File: config.mk
export PLATFORM = sky130hd
export DESIGN_NAME = sssp_ctrl
export DESIGN_NICKNAME = d
export VERILOG_FILES = /design/src/sssp_pkg.sv /design/src/sssp_ctrl.sv
export SDC_FILE = /design/constraint.sdc
export NUM_CORES = 1
export LEC_CHECK = 0
export ABC_AREA = 1
export BUFFER_PORTS_ARGS = -buffer_cell sky130_fd_sc_hd__buf_4
export CAP_MARGIN = 20
export CORE_MARGIN = 1.5
export CORE_UTILIZATION = 34
export CTS_CLUSTER_SIZE = 24
export DETAILED_ROUTE_END_ITERATION = 6
export PLACE_DENSITY_LB_ADDON = 0.15
export SYNTH_ARGS = -nofsm -noshare
export SYNTH_HDL_FRONTEND = slang
export SYNTH_SLANG_ARGS = --single-unit
export TNS_END_PERCENT = 10
File: constraint.sdc
create_clock -name clock -period 4.2 [get_ports clock]
set_input_delay 0 -clock clock [delete_from_list [all_inputs] [get_ports clock]]
set_output_delay 0 -clock clock [all_outputs]
set_load 0.02 [all_outputs]
File: src/sssp_pkg.sv
// ----------------------------------------------------------------------------
// sssp_pkg: shared types and constants for the shortest path block
// Field widths, command codes, and the controller/datapath interface structs.
// ----------------------------------------------------------------------------
package sssp_pkg;

   localparam int VERTEX_COUNT_DEFAULT  = 16;
   localparam int NO_EDGE_VALUE_DEFAULT = 65535;

   localparam int DIST_WIDTH      = 16;
   localparam int PRED_WIDTH      = 4;
   localparam int VERT_WIDTH      = 4;
   localparam int MAX_RESULTS     = 16;
   localparam int REQ_TDATA_WIDTH = 32;
   localparam int RSP_TDATA_WIDTH = 24;

   typedef enum logic {
      CMD_WRITE = 1'b0,
      CMD_RUN   = 1'b1
   } command_type;

   typedef enum logic [1:0] {
      KIND_INIT  = 2'd0,
      KIND_RELAX = 2'd1,
      KIND_EMIT  = 2'd2
   } sweep_kind_type;

   typedef struct packed {
      logic           edge_write;
      logic           src_load;
      logic           rd_en;
      sweep_kind_type kind;
      logic           track_clear;
      logic           pick_latch;
      logic           out_load;
      logic           out_last;
   } ctrl_cmd_type;

   typedef struct packed {
      logic src_ok;
      logic edge_ok;
      logic found;
      logic busy;
   } ctrl_status_type;

endpackage

File: src/sssp_ctrl.sv
// ----------------------------------------------------------------------------
// sssp_ctrl: sequencer for edge writes, relaxation sweeps and result output
// Steps a vertex counter through each sweep and counts relaxation rounds.
// ----------------------------------------------------------------------------
module sssp_ctrl #(
   parameter int VERTEX_COUNT = sssp_pkg::VERTEX_COUNT_DEFAULT
) (
   input  logic                             clock,
   input  logic                             reset,
   input  logic                             req_tvalid,
   output logic                             req_tready,
   input  logic                             req_tuser,
   input  sssp_pkg::ctrl_status_type        status,
   output sssp_pkg::ctrl_cmd_type           cmd,
   output logic [$clog2(VERTEX_COUNT)-1:0]  index
);
   import sssp_pkg::*;

   localparam int VW = $clog2(VERTEX_COUNT);
   localparam int CW = $clog2(VERTEX_COUNT + 2);
   localparam int EMIT_COUNT = (VERTEX_COUNT < MAX_RESULTS) ? VERTEX_COUNT : MAX_RESULTS;

   typedef enum logic [4:0] {
      ST_IDLE    = 5'b00001,
      ST_INIT    = 5'b00010,
      ST_RELAX   = 5'b00100,
      ST_EMIT_RD = 5'b01000,
      ST_EMIT_LD = 5'b10000
   } state_type;

   state_type     state_ff, state_in;
   logic [CW-1:0] cnt_ff, cnt_in;
   logic [VW-1:0] round_ff, round_in;
   logic          accept;
   logic          emit_last;

   assign req_tready = (state_ff == ST_IDLE);
   assign accept     = req_tvalid && req_tready;
   assign index      = cnt_ff[VW-1:0];
   assign emit_last  = (cnt_ff == CW'(EMIT_COUNT - 1));

   always_comb begin
      state_in = state_ff;
      cnt_in   = cnt_ff;
      round_in = round_ff;
      cmd      = '0;
      cmd.kind = KIND_INIT;
      unique case (state_ff)
         ST_IDLE: begin
            if (accept) begin
               if (command_type'(req_tuser) == CMD_RUN) begin
                  if (status.src_ok) begin
                     cmd.src_load    = 1'b1;
                     cmd.track_clear = 1'b1;
                     cnt_in          = '0;
                     round_in        = '0;
                     state_in        = ST_INIT;
                  end
               end else begin
                  cmd.edge_write = status.edge_ok;
               end
            end
         end
         ST_INIT, ST_RELAX: begin
            cmd.kind = (state_ff == ST_INIT) ? KIND_INIT : KIND_RELAX;
            cmd.rd_en = (cnt_ff < CW'(VERTEX_COUNT));
            cnt_in = cnt_ff + 1'b1;
            if (cnt_ff == CW'(VERTEX_COUNT + 1)) begin
               cmd.pick_latch  = 1'b1;
               cmd.track_clear = 1'b1;
               cnt_in          = '0;
               if (status.found && (round_ff != VW'(VERTEX_COUNT - 1))) begin
                  round_in = round_ff + 1'b1;
                  state_in = ST_RELAX;
               end else begin
                  state_in = ST_EMIT_RD;
               end
            end
         end
         ST_EMIT_RD: begin
            cmd.kind  = KIND_EMIT;
            cmd.rd_en = 1'b1;
            state_in  = ST_EMIT_LD;
         end
         ST_EMIT_LD: begin
            cmd.kind = KIND_EMIT;
            if (!status.busy) begin
               cmd.out_load = 1'b1;
               cmd.out_last = emit_last;
               if (emit_last) begin
                  cnt_in   = '0;
                  state_in = ST_IDLE;
               end else begin
                  cnt_in   = cnt_ff + 1'b1;
                  state_in = ST_EMIT_RD;
               end
            end
         end
         default: begin
            state_in = ST_IDLE;
         end
      endcase
   end

   always_ff @(posedge clock) begin
      if (reset) begin
         state_ff <= ST_IDLE;
         cnt_ff   <= '0;
         round_ff <= '0;
      end else begin
         state_ff <= state_in;
         cnt_ff   <= cnt_in;
         round_ff <= round_in;
      end
   end

endmodule

==> metrics <==
Max-slew headroom=78.2%; Clk Tree Root Cell=clkbuf_4; most common cell after layout, fill and taps aside=nand2_1; H-tree levels=1; clock network fraction of design power=24.2%; Initial Util=around 37%; global-route wire length before repair=between 3000 and 4000 um; DPL Wire Length=~1900 um; DRC errors left=0; sequential area share after synthesis=27.4%; Post-Syn Area=1020 um2; CP max FO=7; number of antenna-violating nets in the routed design=0; sw frac=34.6%; Finished Layout Cells=209; net count after synthesis=between 150 and 200; Final Max Tran Viols=0; final clock skew=0.00649 ns; wire per inst=11.4 um; Area after DPL=1180 um2; net switching power=0.000111 W; worst vdd ir=roughly 0.10 mV; Vias=1026; Via density=between 4 and 5; Synth Register Bits=14; Final Hold Viols=0; drt initial violations=36; Post-Synthesis Cells=about 160; Pre-antenna DRT Iters=6; PwrDens=~270 nW/um2; Cell Rows=19; crit path DAT=1.72 ns; drt total wl=2370 um; input/output buffers=21; Layout Utilization=43.1%; Worst-Skew Late Latency=0.28 ns; largest net degree at the start of global routing=10; syn avg cell area=about 6.4 um2; clk sinks=14; register area=between 200 and 300 um2; P&R area growth vs syn=17.9%; Slew @ Worst Pin=0.323 ns; R2R setup slack=2.60 ns; status=completed; clk slew on worst S/H paths=roughly 0.090 ns; largest buffer count on any clock path=2; placed instance count=205; Pwr Total=0.000321 W; clock buffer count from CTS=3; GRT Resource Usage Total=about 15%; max cap viols=0; multi-input logic area=618 um2; yosys warns=0; RSZ-0062 raised after global routing=false; internal power=~0.00021 W; # fillers=317; num ports=22; RePlAce Congestion=slightly above 0.8; final non-filler cell area=1210 um2; Setup crit start kind=flip-flop; post-cts resize count=0; Die Y=57.9 um; Required @ worst endpoint=4.20 ns; Crit Path Class=reg2out; period utilisation layout=41.1%; leak pwr=roughly 0.58 nW; # diodes=0; share of cells above drive strength 1=22.5%; initial antenna violation count=0; core footprint=2810 um2; FMAX=between 500 and 600 MHz; Die Wd=57.9 um; fin crit period=about 1.7 ns; CTS tree=yes; Sequential Power Share=a little under half; TNS Setup=0 ns; most frequent cells in the layout=nand2_1, nor2_1, buf_4; # setup viols final=0; CP endpoint kind=primary output; Hold/Removal Path Class=in2reg; vias in the first global route=around 900; total die area=3350 um2; Comb power frac=28.3%; total global routing overflow=0; nets@finish=192; synth unique cells=26
==> worst max-delay path, cell delays in order (launching register included) <==
cell and delay, ns:
dfxtp_1 0.45, ha_1 0.25, nand4_1 0.16, or2_2 0.34
nor2_1 0.10, buf_4 0.15
==> logic make-up (layout without fill, tap and decap cells) <==
logic type | count (synthesis) | in the layout | share of synthesized area (%)
buffers and inverters | 27 | 46 | 12.3
flip-flops | 14 | 14 | 27.4
XOR/XNOR | 2 | 2 | 1.71
adder cells (fa/ha/maj) | 4 | 4 | 4.88
AO/OA/AOI/OAI | 18 | 18 | 9.28
AND/OR/NAND/NOR | 94 | 94 | 44.4
==> flip-flops by register name, indices dropped and copies added (netlist names) <==
register,cells
cnt_ff,5
state_ff,5
round_ff,4
==> area by class of cell <==
class	count	area share (%)
clock buffers	3	1.86
inverters	21	6.73
multi-input cells	118	51.1
flip-flops and latches	14	23.2
well taps	31	3.21
repair buffers	22	13.9
==> power by group through the flow <==
| stage | clock network (W) | logic, W | registers [W] |
|---|---|---|---|
| after detailed placement | 0 | 0.0000906 | 0.000156 |
| final | 0.0000777 | 0.0000908 | 0.000153 |
| after global routing | 0.0000863 | 0.000103 | 0.000154 |
| after CTS | 0.0000800 | 0.0000917 | 0.000153 |
| after floorplan | 0 | 0.0000721 | 0.000151 |
| after global placement | 0 | 0.0000900 | 0.000155 |
==> layer usage <==
metal	vias to the layer above	wire [um]	track usage [%]
met5	-	0	0
met4	0	16	1.99
met3	2	102	3.57
met2	25	1130	25.0
met1	450	1130	20.4
li1	549	-	-
==> Yosys cell counts, drive strengths merged <==
| cell | number | area share, % |
|---|---|---|
| a21oi | 11 | 5.4 |
| a31oi | 1 | 0.61 |
| or2 | 2 | 1.2 |
| nand3 | 15 | 9.3 |
| xnor2 | 2 | 1.7 |
| clkdlybuf4s25 | 1 | 0.98 |
| nand4 | 6 | 3.7 |
| o22ai | 1 | 0.61 |
| nor3 | 1 | 0.49 |
| buf | 5 | 3.4 |
| nand2 | 40 | 16 |
| ha | 4 | 4.9 |
| a211oi | 1 | 0.73 |
| o21ai | 4 | 2.0 |
| dfxtp | 14 | 27 |
| nor2 | 30 | 13 |
| inv | 21 | 7.9 |
==> metrics by stage <==
step | setup slack [ns] | hold WS, ns
5_1_grt | 2.33 | 0.131
3_5_place_dp | 2.63 | 0.259
2_1_floorplan | 2.78 | 0.0798
4_1_cts | 2.46 | 0.0736
6_report | 2.48 | 0.0715
3_3_place_gp | 2.64 | 0.254
==> what timing repair did <==
action | CTS | global route
buffers inserted | 0 | 0
endpoints found under the setup margin | 0 | 0
hold endpoints to repair | 7 | 0
hold buffers | 1 | 0
==> path summary, 6_finish.rpt <==
check | start | to | depth (start not counted)
setup / recovery | cnt_ff[0] | cmd[0] | 5
hold / removal | status[0] | state_ff[4] | 5
setup reg to reg | cnt_ff[0] | round_ff[0] | 8
hold reg to reg | round_ff[3] | round_ff[3] | 2
Power figures use the tool's default switching activity.
