**src/sssp_pkg.sv**
```systemverilog
// ----------------------------------------------------------------------------
// sssp_pkg: shared types and constants for the shortest path block
// Field widths, command codes, and the controller/datapath interface structs.
// ----------------------------------------------------------------------------
package sssp_pkg;

   localparam int VERTEX_COUNT_DEFAULT  = 16;
   localparam int NO_EDGE_VALUE_DEFAULT = 65535;

   localparam int DIST_WIDTH      = 16;
   localparam int PRED_WIDTH      = 4;
   localparam int VERT_WIDTH      = 4;
   localparam int MAX_RESULTS     = 16;
   localparam int REQ_TDATA_WIDTH = 32;
   localparam int RSP_TDATA_WIDTH = 24;

   typedef enum logic {
      CMD_WRITE = 1'b0,
      CMD_RUN   = 1'b1
   } command_type;

   typedef enum logic [1:0] {
      KIND_INIT  = 2'd0,
      KIND_RELAX = 2'd1,
      KIND_EMIT  = 2'd2
   } sweep_kind_type;

   typedef struct packed {
      logic           edge_write;
      logic           src_load;
      logic           rd_en;
      sweep_kind_type kind;
      logic           track_clear;
      logic           pick_latch;
      logic           out_load;
      logic           out_last;
   } ctrl_cmd_type;

   typedef struct packed {
      logic src_ok;
      logic edge_ok;
      logic found;
      logic busy;
   } ctrl_status_type;

endpackage

```
**src/sssp_datapath.sv**
```systemverilog
// ----------------------------------------------------------------------------
// sssp_datapath: weight matrix, distance tables and relaxation arithmetic
// One memory read stage, then a write-back stage that relaxes one vertex and
// tracks the nearest unfinished vertex for the next round.
// ----------------------------------------------------------------------------
module sssp_datapath #(
   parameter int VERTEX_COUNT  = sssp_pkg::VERTEX_COUNT_DEFAULT,
   parameter int NO_EDGE_VALUE = sssp_pkg::NO_EDGE_VALUE_DEFAULT
) (
   input  logic                                   clock,
   input  logic                                   reset,
   input  sssp_pkg::ctrl_cmd_type                 cmd,
   input  logic [$clog2(VERTEX_COUNT)-1:0]        index,
   output sssp_pkg::ctrl_status_type              status,
   input  logic [sssp_pkg::REQ_TDATA_WIDTH-1:0]   req_tdata,
   output logic                                   rsp_tvalid,
   input  logic                                   rsp_tready,
   output logic [sssp_pkg::RSP_TDATA_WIDTH-1:0]   rsp_tdata,
   output logic                                   rsp_tlast
);
   import sssp_pkg::*;

   localparam int VW = $clog2(VERTEX_COUNT);
   localparam int MW = $clog2(VERTEX_COUNT * VERTEX_COUNT);
   localparam logic [DIST_WIDTH-1:0] NO_EDGE = DIST_WIDTH'(NO_EDGE_VALUE);

   logic [VERT_WIDTH-1:0] req_from;
   logic [VERT_WIDTH-1:0] req_to;
   logic [DIST_WIDTH-1:0] req_weight;
   logic [VERT_WIDTH-1:0] req_src;

   assign req_from   = req_tdata[3:0];
   assign req_to     = req_tdata[7:4];
   assign req_weight = req_tdata[23:8];
   assign req_src    = req_tdata[27:24];

   logic [DIST_WIDTH-1:0] weight_mem [VERTEX_COUNT*VERTEX_COUNT];
   logic [DIST_WIDTH-1:0] dist_mem   [VERTEX_COUNT];
   logic [PRED_WIDTH-1:0] parent_mem [VERTEX_COUNT];
   logic                  done_mem   [VERTEX_COUNT];

   logic [DIST_WIDTH-1:0] w_rd_ff, d_rd_ff;
   logic [PRED_WIDTH-1:0] p_rd_ff;
   logic                  f_rd_ff;

   logic [VW-1:0]          src_ff, pick_ff;
   logic [DIST_WIDTH-1:0]  near_ff;
   logic [DIST_WIDTH-1:0]  trk_best_ff, trk_best_in;
   logic [VW-1:0]          trk_idx_ff, trk_idx_in;
   logic                   trk_found_ff, trk_found_in;
   logic                   s1_vld_ff;
   logic [VW-1:0]          s1_idx_ff;
   sweep_kind_type         s1_kind_ff;

   logic                   rsp_valid_ff, rsp_valid_in;
   logic [VERT_WIDTH-1:0]  rsp_vertex_ff;
   logic [DIST_WIDTH-1:0]  rsp_dist_ff;
   logic [PRED_WIDTH-1:0]  rsp_pred_ff;
   logic                   rsp_last_ff;

   logic [VW-1:0]          row;
   logic [MW-1:0]          rd_addr, wr_addr;
   logic [DIST_WIDTH-1:0]  weight_sat;
   logic [DIST_WIDTH:0]    sum;
   logic [DIST_WIDTH-1:0]  cand;
   logic                   dist_we, done_we, done_wd, trk_ok;
   logic [DIST_WIDTH-1:0]  dist_wd, trk_val;
   logic [PRED_WIDTH-1:0]  par_wd;

   assign status.src_ok  = 32'(req_src) < VERTEX_COUNT;
   assign status.edge_ok = (32'(req_from) < VERTEX_COUNT) && (32'(req_to) < VERTEX_COUNT);
   assign status.found   = trk_found_ff;
   assign status.busy    = rsp_valid_ff && !rsp_tready;

   assign row        = (cmd.kind == KIND_INIT) ? src_ff : pick_ff;
   assign rd_addr    = MW'(MW'(row) * MW'(VERTEX_COUNT) + MW'(index));
   assign wr_addr    = MW'(MW'(VW'(req_from)) * MW'(VERTEX_COUNT) + MW'(VW'(req_to)));
   assign weight_sat = (req_weight > NO_EDGE) ? NO_EDGE : req_weight;

   assign sum  = {1'b0, near_ff} + {1'b0, w_rd_ff};
   assign cand = (w_rd_ff == NO_EDGE)        ? NO_EDGE :
                 (sum > {1'b0, NO_EDGE})     ? NO_EDGE : sum[DIST_WIDTH-1:0];

   always_comb begin
      dist_we = 1'b0;
      done_we = 1'b0;
      done_wd = 1'b0;
      dist_wd = w_rd_ff;
      par_wd  = '0;
      trk_ok  = 1'b0;
      trk_val = d_rd_ff;
      if (s1_vld_ff) begin
         if (s1_kind_ff == KIND_INIT) begin
            dist_we = 1'b1;
            done_we = 1'b1;
            if (s1_idx_ff == src_ff) begin
               dist_wd = '0;
               done_wd = 1'b1;
            end else begin
               trk_ok  = 1'b1;
               trk_val = w_rd_ff;
            end
         end else if (s1_idx_ff == pick_ff) begin
            done_we = 1'b1;
            done_wd = 1'b1;
         end else if (!f_rd_ff) begin
            trk_ok = 1'b1;
            if (cand < d_rd_ff) begin
               dist_we = 1'b1;
               dist_wd = cand;
               par_wd  = PRED_WIDTH'(pick_ff);
               trk_val = cand;
            end
         end
      end
   end

   always_comb begin
      trk_best_in  = trk_best_ff;
      trk_idx_in   = trk_idx_ff;
      trk_found_in = trk_found_ff;
      if (cmd.track_clear) begin
         trk_best_in  = NO_EDGE;
         trk_idx_in   = '0;
         trk_found_in = 1'b0;
      end else if (trk_ok && (trk_val < trk_best_ff)) begin
         trk_best_in  = trk_val;
         trk_idx_in   = s1_idx_ff;
         trk_found_in = 1'b1;
      end
   end

   always_comb begin
      rsp_valid_in = rsp_valid_ff;
      if (cmd.out_load) begin
         rsp_valid_in = 1'b1;
      end else if (rsp_tready) begin
         rsp_valid_in = 1'b0;
      end
   end

   always_ff @(posedge clock) begin
      if (cmd.edge_write) begin
         weight_mem[wr_addr] <= weight_sat;
      end
      if (cmd.rd_en) begin
         w_rd_ff <= weight_mem[rd_addr];
      end
   end

   always_ff @(posedge clock) begin
      if (dist_we) begin
         dist_mem[s1_idx_ff]   <= dist_wd;
         parent_mem[s1_idx_ff] <= par_wd;
      end
      if (done_we) begin
         done_mem[s1_idx_ff] <= done_wd;
      end
      if (cmd.rd_en) begin
         d_rd_ff <= dist_mem[index];
         p_rd_ff <= parent_mem[index];
         f_rd_ff <= done_mem[index];
      end
   end

   always_ff @(posedge clock) begin
      if (reset) begin
         s1_vld_ff    <= 1'b0;
         rsp_valid_ff <= 1'b0;
         trk_found_ff <= 1'b0;
      end else begin
         s1_vld_ff    <= cmd.rd_en && (cmd.kind != KIND_EMIT);
         rsp_valid_ff <= rsp_valid_in;
         trk_found_ff <= trk_found_in;
      end
   end

   always_ff @(posedge clock) begin
      trk_best_ff <= trk_best_in;
      trk_idx_ff  <= trk_idx_in;
      if (cmd.rd_en) begin
         s1_idx_ff  <= index;
         s1_kind_ff <= cmd.kind;
      end
      if (cmd.src_load) begin
         src_ff <= VW'(req_src);
      end
      if (cmd.pick_latch) begin
         pick_ff <= trk_idx_ff;
         near_ff <= trk_best_ff;
      end
      if (cmd.out_load) begin
         rsp_vertex_ff <= VERT_WIDTH'(s1_idx_ff);
         rsp_dist_ff   <= d_rd_ff;
         rsp_pred_ff   <= p_rd_ff;
         rsp_last_ff   <= cmd.out_last;
      end
   end

   assign rsp_tvalid = rsp_valid_ff;
   assign rsp_tdata  = {rsp_pred_ff, rsp_dist_ff, rsp_vertex_ff};
   assign rsp_tlast  = rsp_last_ff;

endmodule

```
**config.mk**
```make
export PLATFORM = sky130hd
export DESIGN_NAME = sssp_datapath
export DESIGN_NICKNAME = d
export VERILOG_FILES = /design/src/sssp_pkg.sv /design/src/sssp_datapath.sv
export SDC_FILE = /design/constraint.sdc
export NUM_CORES = 2
export LEC_CHECK = 0
export BUFFER_PORTS_ARGS = -buffer_cell sky130_fd_sc_hd__buf_2
export CORE_UTILIZATION = 39
export CTS_BUF_LIST = sky130_fd_sc_hd__clkbuf_16
export CTS_CLUSTER_SIZE = 16
export DETAILED_ROUTE_END_ITERATION = 7
export GPL_ROUTABILITY_DRIVEN = 0
export HOLD_SLACK_MARGIN = 0.08
export PLACE_DENSITY = 0.64
export SETUP_SLACK_MARGIN = 0.2
export SLEW_MARGIN = 20
export SYNTH_ARGS = -nofsm -noshare
export SYNTH_HDL_FRONTEND = slang
export SYNTH_MEMORY_MAX_BITS = 65536
export SYNTH_SLANG_ARGS = --single-unit
export TNS_END_PERCENT = 100
```
**constraint.sdc**
```tcl
create_clock -name clock -period 7.05 [get_ports clock]
set_clock_uncertainty 0.1 [all_clocks]
set_input_delay 1.41 -clock clock [delete_from_list [all_inputs] [get_ports clock]]
set_output_delay 1.41 -clock clock [all_outputs]
set_load 0.05 [all_outputs]
```
==> impl_metrics.py <==
metrics = {
    "critical_path": {
        "crit_top_cell": "a21o_1",
        "crit_slowest_cell": "a2111o_1",
        "worstSetupEndpointType": "flop",
        "crit_type": "flop to flop",
        "start_kind": "flop",
        "slowest_delay_ps": 530,
        "reg2reg_depth": 26,
        "critPathRequiredTime_ps": 7800,
        "worstPathMaxFanout": 8,
        "cp.arrival_ps": 7390,
    },
    "logic_synthesis": {
        "yosysUniqueCellTypes": 69,
        "synth.area.top_cells": "edfxtp_1 77%, mux4_2 19%, nor2_1 0.76%",
        "yosys.area.top_type": "edfxtp_1",
        "ys_warn_count": 0,
        "synth_cells": 7294,
        "avgSynthCellArea_um2": 24.1,
        "synth_edf_count": 4524,
        "ys.flop_type": "edfxtp_1",
        "yosysSeqAreaShare": 0.777,
        "synthArstFlopShare": 0,
        "syn_area_um2": 175000,
        "synth_top_cell_area_share": 0.774,
        "synth-seq-cells": 4547,
    },
    "placement": {
        "dp_hpwl_mm": 253,
        "place_ws_ps": 35.0,
        "place_area_um2": 186000,
        "port_buffers": 71,
        "placed_cells": 13400,
    },
    "global_route": {
        "use_met1": 0.264,
        "grt_pass1_vias": 82400,
        "grt_use_total": 0.186,
        "use_met3": 0.0355,
        "grt_max_degree": 178,
        "grt-ovfl-total": 0,
        "grtUsageMet2": 0.297,
        "grt_pass1_wl_mm": 612,
        "antenna_found_initial": 35,
        "busiest_layer": "met2",
    },
    "timing": {
        "layout_min_cycle_time_ps": 6640,
        "fmax_mhz": 151,
        "worst_pin_slew_ps": 1310,
        "slew_viol_final": 0,
        "rsz0062_at_grt": "false",
        "final_hold_viol_count": 0,
        "setup_slack_ps": 406,
        "setup_violations": 0,
        "slew_headroom": 0.124,
        "finalCritPeriodShare": 0.942,
        "tns_ps": 0,
    },
    "floorplan": {
        "start_util": 0.393,
        "coreArea_um2": 447000,
        "die_y_um": 673,
        "die-area_um2": 453000,
        "die_x_um": 673,
        "rows": 245,
        "io_pins": 78,
    },
    "route": {
        "drtIter0Drc": 10500,
        "num_vias": 81300,
        "wire_per_inst_um": 30.1,
        "remaining_drc_errors": 0,
        "drt-pass1-iter-count": 5,
        "ant_nets": 0,
        "vias_per_cell": 5.73,
        "wirelength_mm": 428,
    },
    "cells_and_area": {
        "drive_above_1_share": 0.327,
        "areaGrowthSynthToFinish_pct": 14.2,
        "fin_cells": 14200,
        "finalInstanceArea_um2": 200000,
        "nets": 7987,
        "final_common_cell": "edfxtp_1",
        "layout_common_cells": "4524 x edfxtp_1, 1448 x mux4_2, 433 x clkbuf_16, 423 x buf_4, 288 x nor2_1",
        "fin_util": 0.449,
    },
    "pwr": {
        "ir_drop_mv": 0.234,
        "leakagePower_nw": 62.4,
        "powerDensity_nw_per_um2": 280,
    },
    "clock_tree": {
        "cts_buffers": 428,
        "clock_latency_ps": 1020,
        "clk_pin_slew_ps": 60,
        "clockBufferDepth": 4,
        "cts.sinks": 4547,
        "cts_tree": "yes",
        "ctsHoldBuffers": 0,
        "htree_num_levels": 5,
        "cts_root_buffer": "clkbuf_16",
    },
    "outcome": {
        "outcome": "finished, final reports clean",
    },
    "worst_hold_path": {
        "min_path_cells": 0,
        "hp-class": "flop to flop",
    },
    "run": {
        "cap_violations": 0,
    },
}
layout make-up:
| type | instances | area (µm²) |
|---|---|---|
| Clock inverter | 353 | 2900 |
| Timing Repair Buffer | 551 | 4870 |
| Tap cell | 5928 | 7420 |
| Multi-Input combinational cell | 2314 | 37800 |
| Clock buffer | 433 | 10800 |
| Fill cell | 36400 | 246000 |
| Antenna cell | 10 | 25.0 |
| Inverter | 50 | 188 |
| Sequential cell | 4547 | 136000 |
critical path, delay by kind of cell (launching register included):
kind	cells	cell delay (ps)
flops	1	410
compound gates	14	3170
fa+ha+maj	3	1050
simple gates	6	1290
buf+inv	3	520
sequential cells by signal, summed over array words and instances (netlist names), 16 cells and up:
register / cells
parent_mem: 64
w_rd_ff: 16
rsp_dist_ff: 16
dist_mem: 256
d_rd_ff: 16
done_mem: 16
weight_mem: 4096
near_ff: 16
trk_best_ff: 16
through the flow:
| stage | total power [mW] | hold slack [ps] |
|---|---|---|
| 6_report | 56.1 | 311 |
| 4_1_cts | 56.4 | 307 |
| 3_5_place_dp | 34.1 | 305 |
| 3_3_place_gp | 34.0 | 309 |
| 5_1_grt | 57.6 | 303 |
| 2_1_floorplan | 32.4 | 300 |
worst paths after layout:
| kind | slack [ps] | end | startpoint |
|---|---|---|---|
| setup reg to reg | 410 | trk_best_ff[13] | w_rd_ff[1] |
| setup / recovery | 410 | trk_best_ff[13] | w_rd_ff[1] |
| hold reg to reg | 310 | rsp_pred_ff[0] | p_rd_ff[0] |
| hold / removal | 310 | rsp_pred_ff[0] | p_rd_ff[0] |
cell families after synthesis:
logic type / share of synthesized area
flip-flops: 0.777
multiplexers: 0.187
AND/OR/NAND/NOR: 0.0142
buffers and inverters: 0.00957
AO/OA/AOI/OAI: 0.00769
adder cells (fa/ha/maj): 0.00339
XOR/XNOR: 0.000799
other: 0.0000214
synth_stat cells (5+ instances only):
master,instances
nand2_1,95
ha_1,46
mux2i_1,22
a31oi_1,15
and2_1,13
nand2b_1,9
o211ai_1,10
buf_2,12
and3_1,14
buf_1,109
xnor2_1,11
edfxtp_1,4524
mux4_2,1448
inv_1,50
a21o_1,7
dfxtp_1,23
a211oi_1,5
xor2_1,5
nand3_1,29
clkbuf_1,258
nor3_1,10
o21ai_0,25
or2_2,6
a22o_1,12
nand4_1,15
nor2_1,357
a22oi_1,35
nor2b_1,14
o21a_1,6
or3_1,7
a21oi_1,34
layer usage:
layer  vias up  wire (µm)
met3       635      36900
met2      3704     204000
met4         4      13300
met1     44300     174000
li1      32700          -
met5         -         31
repair_timing:
action	CTS	global route
pin swaps	1	6
setup endpoints to repair	21	21
buffers inserted	1	8
gates resized for setup	4	15
where the power goes:
group / leakage [nW] / total (mW) / switching, mW / internal [mW]
registers: 41.0 / 30.0 / 0.0833 / 29.9
logic: 14.3 / 3.55 / 2.22 / 1.34
clock network: 7.08 / 22.5 / 9.97 / 12.5
total: 62.4 / 56.1 / 12.3 / 43.8
No activity file was read; power rests on OpenSTA's default activity.
